`config.mk`:
```
export PLATFORM = sky130hd
export DESIGN_NAME = encoder_motion_estimator
export DESIGN_NICKNAME = d
export VERILOG_FILES = /design/src/hdl/eme_pkg.sv /design/src/hdl/encoder_motion_estimator.sv /design/src/hdl/eme_mul.sv /design/src/hdl/eme_div.sv
export SDC_FILE = /design/constraint.sdc
export NUM_CORES = 2
export LEC_CHECK = 0
export BUFFER_PORTS_ARGS = -buffer_cell sky130_fd_sc_hd__buf_2
export CORE_UTILIZATION = 45
export CTS_CLUSTER_DIAMETER = 150
export DETAILED_ROUTE_END_ITERATION = 16
export GPL_ROUTABILITY_DRIVEN = 0
export PLACE_DENSITY_LB_ADDON = 0.08
export SETUP_SLACK_MARGIN = 0.3
export SYNTH_ARGS = -nofsm -noshare
export SYNTH_HDL_FRONTEND = slang
export SYNTH_SLANG_ARGS = --single-unit
```
`constraint.sdc`:
```
create_clock -name clk -period 10.74 [get_ports clk]
set_input_delay 0.537 -clock clk [delete_from_list [all_inputs] [get_ports clk]]
set_output_delay 0.537 -clock clk [all_outputs]
set_load 0.03 [all_outputs]
```
`src/hdl/eme_pkg.sv`:
```
`default_nettype none
package eme_pkg;

  localparam int DEF_FRAC_BITS = 16;

  localparam int COUNT_W  = 32;
  localparam int TIME_W   = 64;
  localparam int CPR_W    = 16;
  localparam int LEAD_W   = 8;
  localparam int VAL_W    = 32;
  localparam int QUOT_W   = 33;
  localparam int MUL_B_W  = 33;
  localparam int LEAD_US_W = 28;
  localparam int RPM_SC_W  = 26;

  // default datapath width at the default fraction bits
  localparam int DEF_DATA_W = 80;

  localparam int CFG_ADDR_W = 2;
  localparam int CFG_DATA_W = 32;

  localparam logic [CFG_ADDR_W-1:0] REG_COUNTS_PER_REV = 2'd0;
  localparam logic [CFG_ADDR_W-1:0] REG_LEAD_MM        = 2'd1;
  localparam logic [CFG_ADDR_W-1:0] REG_HOME_POSITION  = 2'd2;

  localparam logic [CPR_W-1:0]  CPR_RESET  = 16'd8192;
  localparam logic [LEAD_W-1:0] LEAD_RESET = 8'd16;
  localparam logic [VAL_W-1:0]  HOME_RESET = 32'd4250010;

  localparam logic FUNC_SAMPLE = 1'b0;
  localparam logic FUNC_HOME   = 1'b1;

  localparam logic [19:0]         US_PER_S   = 20'd1000000;
  localparam logic [RPM_SC_W-1:0] RPM_SCALE  = 26'd60000000;

  typedef struct packed {
    logic              func;
    logic [COUNT_W-1:0] count;
    logic [TIME_W-1:0]  time_us;
  } in_item_t;

  typedef struct packed {
    logic signed [VAL_W-1:0] speed_rpm;
    logic signed [VAL_W-1:0] position_mm;
    logic signed [VAL_W-1:0] velocity_mm_s;
    logic signed [VAL_W-1:0] accel_mm_s2;
    logic                    zero_interval;
  } out_item_t;

  typedef struct packed {
    logic              done;
    logic              ovf;
    logic [QUOT_W-1:0] quot;
  } div_res_t;

  // signed quotient clamped to 32 bits
  function automatic logic signed [VAL_W-1:0] sat_quot(input logic neg,
                                                        input logic [QUOT_W-1:0] q,
                                                        input logic ovf);
    logic signed [VAL_W-1:0] r;
    if (!neg) begin
      if (ovf || (q > 33'h07FFFFFFF)) begin
        r = 32'sh7FFFFFFF;
      end else begin
        r = $signed(q[VAL_W-1:0]);
      end
    end else begin
      if (ovf || (q > 33'h080000000)) begin
        r = 32'sh80000000;
      end else begin
        r = $signed(32'd0 - q[VAL_W-1:0]);
      end
    end
    return r;
  endfunction

  // position plus signed increment, clamped to 32 bits
  function automatic logic signed [VAL_W-1:0] sat_pos(input logic signed [VAL_W-1:0] pos,
                                                       input logic neg,
                                                       input logic [QUOT_W-1:0] q,
                                                       input logic ovf);
    logic [QUOT_W:0]          m;
    logic signed [QUOT_W+1:0] inc;
    logic signed [QUOT_W+1:0] sum;
    logic signed [VAL_W-1:0]  r;
    m = ovf ? {1'b1, {QUOT_W{1'b0}}} : {1'b0, q};
    inc = neg ? -$signed({1'b0, m}) : $signed({1'b0, m});
    sum = $signed({{(QUOT_W+2-VAL_W){pos[VAL_W-1]}}, pos}) + inc;
    if (sum > 35'sh007FFFFFFF) begin
      r = 32'sh7FFFFFFF;
    end else if (sum < -35'sh0080000000) begin
      r = 32'sh80000000;
    end else begin
      r = sum[VAL_W-1:0];
    end
    return r;
  endfunction

endpackage
`default_nettype wire

```
`src/hdl/encoder_motion_estimator.sv`:
```
`default_nettype none
// Encoder motion estimator. Each sample item (func 0) carries an encoder count and a
// microsecond timestamp; the block returns one result item with speed in RPM, linear
// position, linear velocity and acceleration, all signed fixed point with FRAC_BITS
// fraction bits and saturated to 32 bits, plus a flag that is set when the time
// difference was zero (rates then repeat their last values). A home item (func 1) loads
// the position from the home_position register. One item is worked on at a time. A
// sample is computed by one shared shift-and-add multiplier and one restoring divider,
// each producing one bit per cycle, run five and four times in turn (only once each
// when the time difference is zero; an overflowing quotient ends a divider pass early).
// A home item goes from the idle state straight to the done state and the output register.
// The result waits in an output register, and the next item may be taken meanwhile; a
// finished item waits until that register is free.
// Registers are to be written through the cfg port only while the block is idle;
// the block itself does not enforce this.
module encoder_motion_estimator #(
  parameter int FRAC_BITS = eme_pkg::DEF_FRAC_BITS
) (
  input  wire logic                                clk,
  input  wire logic                                rst_n,
  input  wire logic                                in_valid,
  output logic                                     in_ready,
  input  wire eme_pkg::in_item_t                   in_item,
  output logic                                     out_valid,
  input  wire logic                                out_ready,
  output eme_pkg::out_item_t                       out_item,
  input  wire logic                                cfg_we,
  input  wire logic [eme_pkg::CFG_ADDR_W-1:0]      cfg_addr,
  input  wire logic [eme_pkg::CFG_DATA_W-1:0]      cfg_data
);

  localparam int NUM_W  = eme_pkg::COUNT_W + eme_pkg::LEAD_US_W + FRAC_BITS;
  localparam int DEN_W  = eme_pkg::TIME_W + eme_pkg::CPR_W;
  localparam int DATA_W = (NUM_W > DEN_W) ? NUM_W : DEN_W;
  localparam int VW     = eme_pkg::VAL_W;
  localparam int QW     = eme_pkg::QUOT_W;
  localparam int BW     = eme_pkg::MUL_B_W;

  localparam logic [DATA_W-1:0] RPM_SC =
    {{(DATA_W-eme_pkg::RPM_SC_W){1'b0}}, eme_pkg::RPM_SCALE} << FRAC_BITS;
  localparam logic [DATA_W-1:0] US_A =
    {{(DATA_W-20){1'b0}}, eme_pkg::US_PER_S};

  typedef enum logic [10:0] {
    S_IDLE    = 11'b000_0000_0001,
    S_INC_MUL = 11'b000_0000_0010,
    S_INC_DIV = 11'b000_0000_0100,
    S_DEN_MUL = 11'b000_0000_1000,
    S_SPD_MUL = 11'b000_0001_0000,
    S_SPD_DIV = 11'b000_0010_0000,
    S_VEL_MUL = 11'b000_0100_0000,
    S_VEL_DIV = 11'b000_1000_0000,
    S_ACC_MUL = 11'b001_0000_0000,
    S_ACC_DIV = 11'b010_0000_0000,
    S_DONE    = 11'b100_0000_0000
  } state_t;

  state_t state_r, state_nxt;

  logic [eme_pkg::CPR_W-1:0]     cpr_r;
  logic [eme_pkg::LEAD_W-1:0]    lead_r;
  logic signed [VW-1:0]          home_r;

  logic [eme_pkg::COUNT_W-1:0]   last_count_r;
  logic [eme_pkg::TIME_W-1:0]    last_time_r;
  logic signed [VW-1:0]          last_vel_r;
  logic signed [VW-1:0]          position_r;
  logic signed [VW-1:0]          last_speed_r;
  logic signed [VW-1:0]          last_accel_r;
  logic                          flag_r;

  logic [eme_pkg::COUNT_W-1:0]   mag_r;
  logic                          neg_r;
  logic [eme_pkg::TIME_W-1:0]    dt_r;
  logic [eme_pkg::LEAD_US_W-1:0] lead_us_r;
  logic [DATA_W-1:0]             den_r;
  logic signed [VW-1:0]          spd_new_r;
  logic signed [VW-1:0]          vel_new_r;

  logic                          out_valid_r;
  eme_pkg::out_item_t            out_item_r;

  logic                          mul_start_r, mul_start_nxt;
  logic                          div_start_r, div_start_nxt;
  logic [DATA_W-1:0]             mul_a;
  logic [BW-1:0]                 mul_b;
  logic [DATA_W-1:0]             mul_prod;
  logic                          mul_done;
  logic [DATA_W-1:0]             div_den;
  eme_pkg::div_res_t             div_res;

  logic                          accept;
  logic                          out_free;
  logic [eme_pkg::COUNT_W-1:0]   raw_diff;
  logic [eme_pkg::CPR_W-1:0]     cpr_eff;
  logic signed [VW:0]            dv;
  logic                          dneg;
  logic [BW-1:0]                 dv_mag;

  assign accept   = in_valid && in_ready;
  assign in_ready = (state_r == S_IDLE);
  assign out_free = !out_valid_r || out_ready;
  assign raw_diff = in_item.count - last_count_r;
  assign cpr_eff  = (cpr_r == '0) ? eme_pkg::CPR_W'(1) : cpr_r;
  assign dv       = {vel_new_r[VW-1], vel_new_r} - {last_vel_r[VW-1], last_vel_r};
  assign dneg     = dv[VW];
  assign dv_mag   = dneg ? BW'(0) - BW'(dv) : BW'(dv);

  eme_mul #(.DATA_W(DATA_W), .B_W(BW)) u_mul (
    .clk   (clk),
    .rst_n (rst_n),
    .start (mul_start_r),
    .a     (mul_a),
    .b     (mul_b),
    .prod  (mul_prod),
    .done  (mul_done)
  );

  eme_div #(.DATA_W(DATA_W)) u_div (
    .clk   (clk),
    .rst_n (rst_n),
    .start (div_start_r),
    .num   (mul_prod),
    .den   (div_den),
    .res   (div_res)
  );

  // operand selection
  always_comb begin
    mul_a   = US_A;
    mul_b   = {1'b0, mag_r};
    div_den = den_r;
    case (state_r)
      S_INC_MUL: begin
        mul_a = {{(DATA_W-eme_pkg::LEAD_W){1'b0}}, lead_r} << FRAC_BITS;
      end
      S_DEN_MUL: begin
        mul_a = {{(DATA_W-eme_pkg::TIME_W){1'b0}}, dt_r};
        mul_b = {{(BW-eme_pkg::CPR_W){1'b0}}, cpr_eff};
      end
      S_SPD_MUL: begin
        mul_a = RPM_SC;
      end
      S_VEL_MUL: begin
        mul_a = {{(DATA_W-eme_pkg::LEAD_US_W){1'b0}}, lead_us_r} << FRAC_BITS;
      end
      S_ACC_MUL: begin
        mul_b = dv_mag;
      end
      S_INC_DIV: begin
        div_den = {{(DATA_W-eme_pkg::CPR_W){1'b0}}, cpr_eff};
      end
      S_ACC_DIV: begin
        div_den = {{(DATA_W-eme_pkg::TIME_W){1'b0}}, dt_r};
      end
      default: begin
      end
    endcase
  end

  always_comb begin
    state_nxt = state_r;
    case (state_r)
      S_IDLE: begin
        if (accept) begin
          state_nxt = (in_item.func == eme_pkg::FUNC_HOME) ? S_DONE : S_INC_MUL;
        end
      end
      S_INC_MUL: if (mul_done) state_nxt = S_INC_DIV;
      S_INC_DIV: begin
        if (div_res.done) begin
          state_nxt = (dt_r == '0) ? S_DONE : S_DEN_MUL;
        end
      end
      S_DEN_MUL: if (mul_done) state_nxt = S_SPD_MUL;
      S_SPD_MUL: if (mul_done) state_nxt = S_SPD_DIV;
      S_SPD_DIV: if (div_res.done) state_nxt = S_VEL_MUL;
      S_VEL_MUL: if (mul_done) state_nxt = S_VEL_DIV;
      S_VEL_DIV: if (div_res.done) state_nxt = S_ACC_MUL;
      S_ACC_MUL: if (mul_done) state_nxt = S_ACC_DIV;
      S_ACC_DIV: if (div_res.done) state_nxt = S_DONE;
      S_DONE:    if (out_free) state_nxt = S_IDLE;
      default:   state_nxt = S_IDLE;
    endcase
    mul_start_nxt = (state_nxt != state_r) &&
                    ((state_nxt == S_INC_MUL) || (state_nxt == S_DEN_MUL) ||
                     (state_nxt == S_SPD_MUL) || (state_nxt == S_VEL_MUL) ||
                     (state_nxt == S_ACC_MUL));
    div_start_nxt = (state_nxt != state_r) &&
                    ((state_nxt == S_INC_DIV) || (state_nxt == S_SPD_DIV) ||
                     (state_nxt == S_VEL_DIV) || (state_nxt == S_ACC_DIV));
  end

  always_ff @(posedge clk) begin
    if (!rst_n) begin
      state_r      <= S_IDLE;
      mul_start_r  <= 1'b0;
      div_start_r  <= 1'b0;
      out_valid_r  <= 1'b0;
      cpr_r        <= eme_pkg::CPR_RESET;
      lead_r       <= eme_pkg::LEAD_RESET;
      home_r       <= $signed(eme_pkg::HOME_RESET);
      last_count_r <= '0;
      last_time_r  <= '0;
      last_vel_r   <= '0;
      position_r   <= '0;
      last_speed_r <= '0;
      last_accel_r <= '0;
      flag_r       <= 1'b0;
    end else begin
      state_r     <= state_nxt;
      mul_start_r <= mul_start_nxt;
      div_start_r <= div_start_nxt;

      if (cfg_we) begin
        case (cfg_addr)
          eme_pkg::REG_COUNTS_PER_REV: cpr_r  <= cfg_data[eme_pkg::CPR_W-1:0];
          eme_pkg::REG_LEAD_MM:        lead_r <= cfg_data[eme_pkg::LEAD_W-1:0];
          eme_pkg::REG_HOME_POSITION:  home_r <= $signed(cfg_data[VW-1:0]);
          default: begin
          end
        endcase
      end

      if ((state_r == S_DONE) && out_free) begin
        out_valid_r <= 1'b1;
      end else if (out_valid_r && out_ready) begin
        out_valid_r <= 1'b0;
      end

      case (state_r)
        S_IDLE: begin
          if (accept) begin
            flag_r <= 1'b0;
            if (in_item.func == eme_pkg::FUNC_HOME) begin
              position_r <= home_r;
            end else begin
              last_count_r <= in_item.count;
              last_time_r  <= in_item.time_us;
            end
          end
        end
        S_INC_DIV: begin
          if (div_res.done) begin
            position_r <= eme_pkg::sat_pos(position_r, neg_r, div_res.quot, div_res.ovf);
            flag_r     <= (dt_r == '0);
          end
        end
        S_ACC_DIV: begin
          if (div_res.done) begin
            last_speed_r <= spd_new_r;
            last_vel_r   <= vel_new_r;
            last_accel_r <= eme_pkg::sat_quot(dneg, div_res.quot, div_res.ovf);
          end
        end
        default: begin
        end
      endcase
    end
  end

  // item working values
  always_ff @(posedge clk) begin
    if (accept) begin
      neg_r     <= raw_diff[eme_pkg::COUNT_W-1];
      mag_r     <= raw_diff[eme_pkg::COUNT_W-1] ? (eme_pkg::COUNT_W'(0) - raw_diff) : raw_diff;
      dt_r      <= in_item.time_us - last_time_r;
      lead_us_r <= {{(eme_pkg::LEAD_US_W-eme_pkg::LEAD_W){1'b0}}, lead_r} *
                   {{(eme_pkg::LEAD_US_W-20){1'b0}}, eme_pkg::US_PER_S};
    end
    if ((state_r == S_DEN_MUL) && mul_done) begin
      den_r <= mul_prod;
    end
    if ((state_r == S_SPD_DIV) && div_res.done) begin
      spd_new_r <= eme_pkg::sat_quot(neg_r, div_res.quot, div_res.ovf);
    end
    if ((state_r == S_VEL_DIV) && div_res.done) begin
      vel_new_r <= eme_pkg::sat_quot(neg_r, div_res.quot, div_res.ovf);
    end
    if ((state_r == S_DONE) && out_free) begin
      out_item_r.speed_rpm     <= last_speed_r;
      out_item_r.position_mm   <= position_r;
      out_item_r.velocity_mm_s <= last_vel_r;
      out_item_r.accel_mm_s2   <= last_accel_r;
      out_item_r.zero_interval <= flag_r;
    end
  end

  assign out_valid = out_valid_r;
  assign out_item  = out_item_r;

endmodule
`default_nettype wire

```
`src/hdl/eme_mul.sv`:
```
`default_nettype none
module eme_mul #(
  parameter int DATA_W = eme_pkg::DEF_DATA_W,
  parameter int B_W    = eme_pkg::MUL_B_W
) (
  input  wire logic              clk,
  input  wire logic              rst_n,
  input  wire logic              start,
  input  wire logic [DATA_W-1:0] a,
  input  wire logic [B_W-1:0]    b,
  output logic [DATA_W-1:0]      prod,
  output logic                   done
);

  localparam int CNT_W = $clog2(B_W + 1);

  logic [DATA_W-1:0] a_r;
  logic [B_W-1:0]    b_r;
  logic [DATA_W-1:0] acc_r;
  logic [CNT_W-1:0]  cnt_r;
  logic              busy_r;
  logic              done_r;
  logic [DATA_W-1:0] acc_nxt;

  // msb first shift and add, one multiplier bit per cycle
  assign acc_nxt = {acc_r[DATA_W-2:0], 1'b0} + (b_r[B_W-1] ? a_r : {DATA_W{1'b0}});

  always_ff @(posedge clk) begin
    if (!rst_n) begin
      busy_r <= 1'b0;
      done_r <= 1'b0;
      cnt_r  <= '0;
    end else begin
      done_r <= 1'b0;
      if (start && !busy_r) begin
        busy_r <= 1'b1;
        cnt_r  <= CNT_W'(B_W);
      end else if (busy_r) begin
        cnt_r <= cnt_r - CNT_W'(1);
        if (cnt_r == CNT_W'(1)) begin
          busy_r <= 1'b0;
          done_r <= 1'b1;
        end
      end
    end
  end

  always_ff @(posedge clk) begin
    if (start && !busy_r) begin
      a_r   <= a;
      b_r   <= b;
      acc_r <= '0;
    end else if (busy_r) begin
      acc_r <= acc_nxt;
      b_r   <= {b_r[B_W-2:0], 1'b0};
    end
  end

  assign prod = acc_r;
  assign done = done_r;

endmodule
`default_nettype wire

```
`src/hdl/eme_div.sv`:
```
`default_nettype none
module eme_div #(
  parameter int DATA_W = eme_pkg::DEF_DATA_W
) (
  input  wire logic              clk,
  input  wire logic              rst_n,
  input  wire logic              start,
  input  wire logic [DATA_W-1:0] num,
  input  wire logic [DATA_W-1:0] den,
  output eme_pkg::div_res_t      res
);

  localparam int QW    = eme_pkg::QUOT_W;
  localparam int CNT_W = $clog2(QW + 1);

  logic [DATA_W-1:0] num_r;
  logic [DATA_W-1:0] den_r;
  logic [DATA_W-1:0] rem_r;
  logic [QW-1:0]     lo_r;
  logic [QW-1:0]     q_r;
  logic [CNT_W-1:0]  cnt_r;
  logic              busy_r;
  logic              chk_r;
  logic              ovf_r;
  logic              done_r;

  logic [DATA_W:0]   trial;
  logic [DATA_W:0]   diff;
  logic              ge;
  logic              too_big;

  // quotient would need more than QW bits
  assign too_big = {{QW{1'b0}}, num_r[DATA_W-1:QW]} >= den_r;

  assign trial = {rem_r, lo_r[QW-1]};
  assign diff  = trial - {1'b0, den_r};
  assign ge    = trial >= {1'b0, den_r};

  always_ff @(posedge clk) begin
    if (!rst_n) begin
      busy_r <= 1'b0;
      chk_r  <= 1'b0;
      done_r <= 1'b0;
      cnt_r  <= '0;
    end else begin
      done_r <= 1'b0;
      if (start && !busy_r) begin
        busy_r <= 1'b1;
        chk_r  <= 1'b1;
      end else if (busy_r && chk_r) begin
        chk_r <= 1'b0;
        cnt_r <= CNT_W'(QW);
        if (too_big) begin
          busy_r <= 1'b0;
          done_r <= 1'b1;
        end
      end else if (busy_r) begin
        cnt_r <= cnt_r - CNT_W'(1);
        if (cnt_r == CNT_W'(1)) begin
          busy_r <= 1'b0;
          done_r <= 1'b1;
        end
      end
    end
  end

  always_ff @(posedge clk) begin
    if (start && !busy_r) begin
      num_r <= num;
      den_r <= den;
      ovf_r <= 1'b0;
      q_r   <= '0;
    end else if (busy_r && chk_r) begin
      ovf_r <= too_big;
      rem_r <= {{QW{1'b0}}, num_r[DATA_W-1:QW]};
      lo_r  <= num_r[QW-1:0];
    end else if (busy_r) begin
      rem_r <= ge ? diff[DATA_W-1:0] : trial[DATA_W-1:0];
      lo_r  <= {lo_r[QW-2:0], 1'b0};
      q_r   <= {q_r[QW-2:0], ge};
    end
  end

  assign res.done = done_r;
  assign res.ovf  = ovf_r;
  assign res.quot = q_r;

endmodule
`default_nettype wire

```
==> impl_summary.md <==
Floorplan
The I/O pin count is 267. The width of the die is approximately 390 µm. The region available for standard cell placement spans 149000 µm².

The floorplan step defined a die boundary enclosing 152000 µm². The starting utilization of the core area is 0.456. The number of core rows is 141. The overall die height is about 390 µm.

Power
The fraction of power consumed by combinational cells is 0.176. Of the total power, the clock network draws 0.379. The power density over the cells is about 170 nW/µm². The net switching component of the power is between 3000 and 4000 µW.

VDD sags by at most between 0.00015 and 0.0002 V. Of the total power, registers draw 0.446. The internal power consumption is between 8000 and 9000 µW. The static leakage power is approximately 0.03 µW. Of the total power, the share spent switching nets is 0.299.

Critical path
The worst path required time is between 10000 and 15000 ps. The critical path in this run is classified as flip-flop to flip-flop. The number of buffers and inverters on the critical path is 0. The type of element capturing the critical path is a flip-flop. The critical path runs through a total of 20 cells. Data on the critical path arrives at its endpoint at 7170 ps. The signal on the critical path passes through nor4_2, nand3_1, or3_1, or2_1, or3_1, or3_1, nand2_1, xor2_1, nor2_1, ha_1, a21o_1, a2111oi_0, o31ai_1, nor2_1, a21oi_1, xor2_1, nand2_1, o21ai_2, a31oi_1, o31ai_1.

The type of origin of the critical path is a flip-flop. The library cell appearing most often on the critical path is sky130_fd_sc_hd__or3_1. The slowest stage of the critical path belongs to the cell sky130_fd_sc_hd__o21ai_2.

For the worst flop-to-flop path, the logic depth is 20. For this run, the slowest stage of the critical path takes approximately 970 ps. Among cell families on the critical path, the largest total delay comes from simple AND/OR/NAND/NOR gates. Along the worst path, the maximum fanout reaches 31.

Placed design
Once detailed placement completed, the half-perimeter wirelength came to around 150000 µm. The number of cells in the design after placement is between 9k and 10k. The quantity of I/O buffers inserted on ports is 266.

Logic synthesis
In the synthesized netlist, the cells that appear most often are sky130_fd_sc_hd__nand2_1 (1168), sky130_fd_sc_hd__a21oi_1 (764), sky130_fd_sc_hd__edfxtp_1 (762). The number of standard cells after synthesis is approximately 7.3k. The fraction of registers with async set or reset after synthesis is 0. In this run, distinct cell masters in the synthesized netlist total about 110. The adder-cell share of the synthesized area is 0.0835. The area share of xor/xnor cells in the synthesized design is 0.0496. Among all flip-flop cells after synthesis, the most frequent one is sky130_fd_sc_hd__edfxtp_1. A synthesized cell averages around 9.3 µm². Yosys attributes the largest share of cell area to sky130_fd_sc_hd__edfxtp_1 (34%), sky130_fd_sc_hd__dfxtp_1 (13%), sky130_fd_sc_hd__ha_1 (7.7%).

The share of the Yosys chip area taken by registers is 0.464. The share of the synthesized area in compound gates (AO/OA/AOI/OAI) is 0.182. The synthesized design contains around 760 enable-type register cells.

The number of nets handed over by synthesis was 7853. After synthesis, the largest family of logic cells by area is compound AO/OA/AOI/OAI gates. In this run the cell area of the synthesized design comes to slightly below 70000 µm². The dominant cell type by area after synthesis is sky130_fd_sc_hd__edfxtp_1. Yosys instantiated no cell more often than sky130_fd_sc_hd__nand2_1.

Of the post-synthesis cell area, the part taken by muxes is 0.0115. Of the total synthesized cell area, the portion taken by AND, OR, NAND and NOR gates is 0.166. The flip-flop and latch count after synthesis is between 1k and 1.5k. During synthesis, Yosys emitted a total of 0 warnings. The share of the synthesized area in the top cell type is 0.338.

GRT
Entering global routing, the biggest net connects about 160 pins. Across every metal layer, demand over resource in global routing totals 0.269. The wire length of the first global-routing pass is about 320000 µm. The number of antenna violations at the first check in global routing is 13. The via count of the first global-routing pass is 52.0k.

The sum of overflow across all layers after global routing is 0.

Clock tree
The source-to-sink clock delay at the later pin of the worst-skew pair is 780 ps. Clock tree synthesis inserted a total of 136 buffers. The number of setup buffers added after CTS is 0. Counting along the longest clock path gives a buffer depth of 3. After clock tree synthesis, the clock-pin slew on the worst setup and hold paths is around 60 ps. The depth of the CTS H-tree is 4. In this run, post-CTS hold repair placed 100 buffers. The cell at the root of the clock tree is sky130_fd_sc_hd__clkbuf_16.

The sink count of the clock tree is approximately 1.2k. Gates resized during post-CTS repair numbered 0. TritonCTS built the clock tree.

Route
Dividing the detail-routed via count by the number of cells gives roughly 5.7. Once detail routing completed, the nets flagged for antenna violations numbered 0. The average wire per cell in the routed design is ~22 µm. After detailed routing, the number of remaining DRC violations is 0.

After the first detailed-routing iteration, the DRC count stood at approximately 5.4k. The routed layout has 55.1k vias. The count of TritonRoute iterations in the first routing pass is 9. The total detailed-routing wirelength is 209000 µm.

Min path
The min-delay analysis places its worst path in the category input pin to flip-flop. Along the worst hold path, the cell count comes to 3.

STA
The worst-case clock skew is 25.6 ps. The total count of hold-check failures in the final report is 0. The final count of negative-setup-slack endpoints is 0. The period utilization is 0.604. Setup repair after global routing left no endpoint under its margin. The sum of negative setup slack is 0 ps. The top achievable clock speed is about 150 MHz. The slew at the pin closest to its max-slew limit is between 1000 and 1500 ps.

The worst max-slew margin expressed relative to the limit is 0.148. The number of max-slew violations in the final report was 0. Counting I/O delays and the setup requirement, the final critical path takes ~6500 ps.

Layout
The area occupied by multi-input gates is 33500 µm². Relative to the synthesized area, the layout overhead comes to 12.5%. Summing all flip-flop and latch instances after layout gives 31400 µm².

The fraction of layout instances using a drive strength above 1 is 0.0865. In the final design database the tool counted ~8.0k nets. After the flow finishes, the layout carries non-filler instances totaling 9581. The layout filler cell count is roughly 14k.

Run
The count of maximum capacitance violations is 0.

Run status
The run finished with clean final reports.
power groups by stage:
| stage | clock [µW] | sequential, µW | combinational (µW) |
|---|---|---|---|
| 2_1_floorplan | 0 | 5510 | 1590 |
| 3_3_place_gp | 0 | 5720 | 2120 |
| 3_5_place_dp | 0 | 5730 | 2150 |
| 4_1_cts | 4880 | 5630 | 2190 |
| 5_1_grt | 5040 | 5660 | 2450 |
| 6_report | 4780 | 5630 | 2220 |
area by class of cell:
class,count,area share
multi-input combinational,5325,0.439
tap,2002,0.0329
clock buffer,189,0.0505
sequential,1188,0.412
clock inverter,65,0.00982
antenna,7,0.000230
timing repair buffer,425,0.0366
inverter,380,0.0188
cell families after synthesis:
logic type	count (synthesis)
buffers and inverters	766
AND/OR/NAND/NOR	2431
AO/OA/AOI/OAI	1996
XOR/XNOR	383
adder cells (fa/ha/maj)	438
multiplexers	77
flip-flops	1188
placed cells by master (no fill, tap or decap), types with 58 or more instances in the layout:
| master | count |
|---|---|
| sky130_fd_sc_hd__a21o_1 | 194 |
| sky130_fd_sc_hd__a21oi_1 | 764 |
| sky130_fd_sc_hd__and2_1 | 142 |
| sky130_fd_sc_hd__buf_2 | 266 |
| sky130_fd_sc_hd__buf_4 | 58 |
| sky130_fd_sc_hd__clkbuf_16 | 139 |
| sky130_fd_sc_hd__dfxtp_1 | 425 |
| sky130_fd_sc_hd__dlygate4sd3_1 | 100 |
| sky130_fd_sc_hd__edfxtp_1 | 762 |
| sky130_fd_sc_hd__ha_1 | 415 |
| sky130_fd_sc_hd__inv_1 | 375 |
| sky130_fd_sc_hd__mux2i_1 | 70 |
| sky130_fd_sc_hd__nand2_1 | 1166 |
| sky130_fd_sc_hd__nand3_1 | 116 |
| sky130_fd_sc_hd__nand4_1 | 106 |
| sky130_fd_sc_hd__nor2_1 | 436 |
| sky130_fd_sc_hd__nor3_1 | 92 |
| sky130_fd_sc_hd__nor4_1 | 73 |
| sky130_fd_sc_hd__o21ai_0 | 429 |
| sky130_fd_sc_hd__xnor2_1 | 236 |
| sky130_fd_sc_hd__xor2_1 | 146 |
state kept, by name, summed over array words and instances (netlist names), 33 cells and up:
signal	flops
u_div.rem_r	80
den_r	80
u_div.q_r	33
u_div.den_r	80
u_div.lo_r	33
u_mul.a_r	64
u_mul.prod	80
u_div.num_r	80
out_item	129
dt_r	64
u_mul.b_r	33
last_time_r	64
worst min-delay path, cell delays in order:
cell                      delay, ps
sky130_fd_sc_hd__buf_2          110
sky130_fd_sc_hd__nand2_1         50
sky130_fd_sc_hd__a21oi_1         60
stage by stage:
step           setup WS, ps  instance area (µm²)  power, µW   util  hold WS, ps
6_report               4250                76200      12600  0.513         54.1
2_1_floorplan          3070                67700       7100      -          403
3_5_place_dp           4450                70600       7870  0.475          410
3_3_place_gp           4550                70600       7850  0.475          413
4_1_cts                4390                76200      12700  0.513         1.03
5_1_grt                3720                76200      13100  0.513         35.3
layer usage:
metal | vias to the layer above | share of wire | GRT usage
met2 | 1676 | 0.43 | 0.405
li1 | 26500 | - | -
met5 | - | 0.00071 | 0
met1 | 26600 | 0.47 | 0.399
met3 | 273 | 0.070 | 0.0467
met4 | 18 | 0.022 | 0.0663
final timing paths:
path                                                    from                            to  slack [ps]
worst max-delay path               u_div.q_r[2]$_SDFFE_PP0P_   position_r[12]$_SDFFE_PN0P_        4250
worst max register to register     u_div.q_r[2]$_SDFFE_PP0P_   position_r[12]$_SDFFE_PN0P_        4250
worst min register to register  last_accel_r[4]$_SDFFE_PN0P_         out_item[5]$_DFFE_PP_         420
worst min-delay path                             in_item[13]  last_time_r[13]$_SDFFE_PN0P_          50
(Power assumes the default switching activity.)
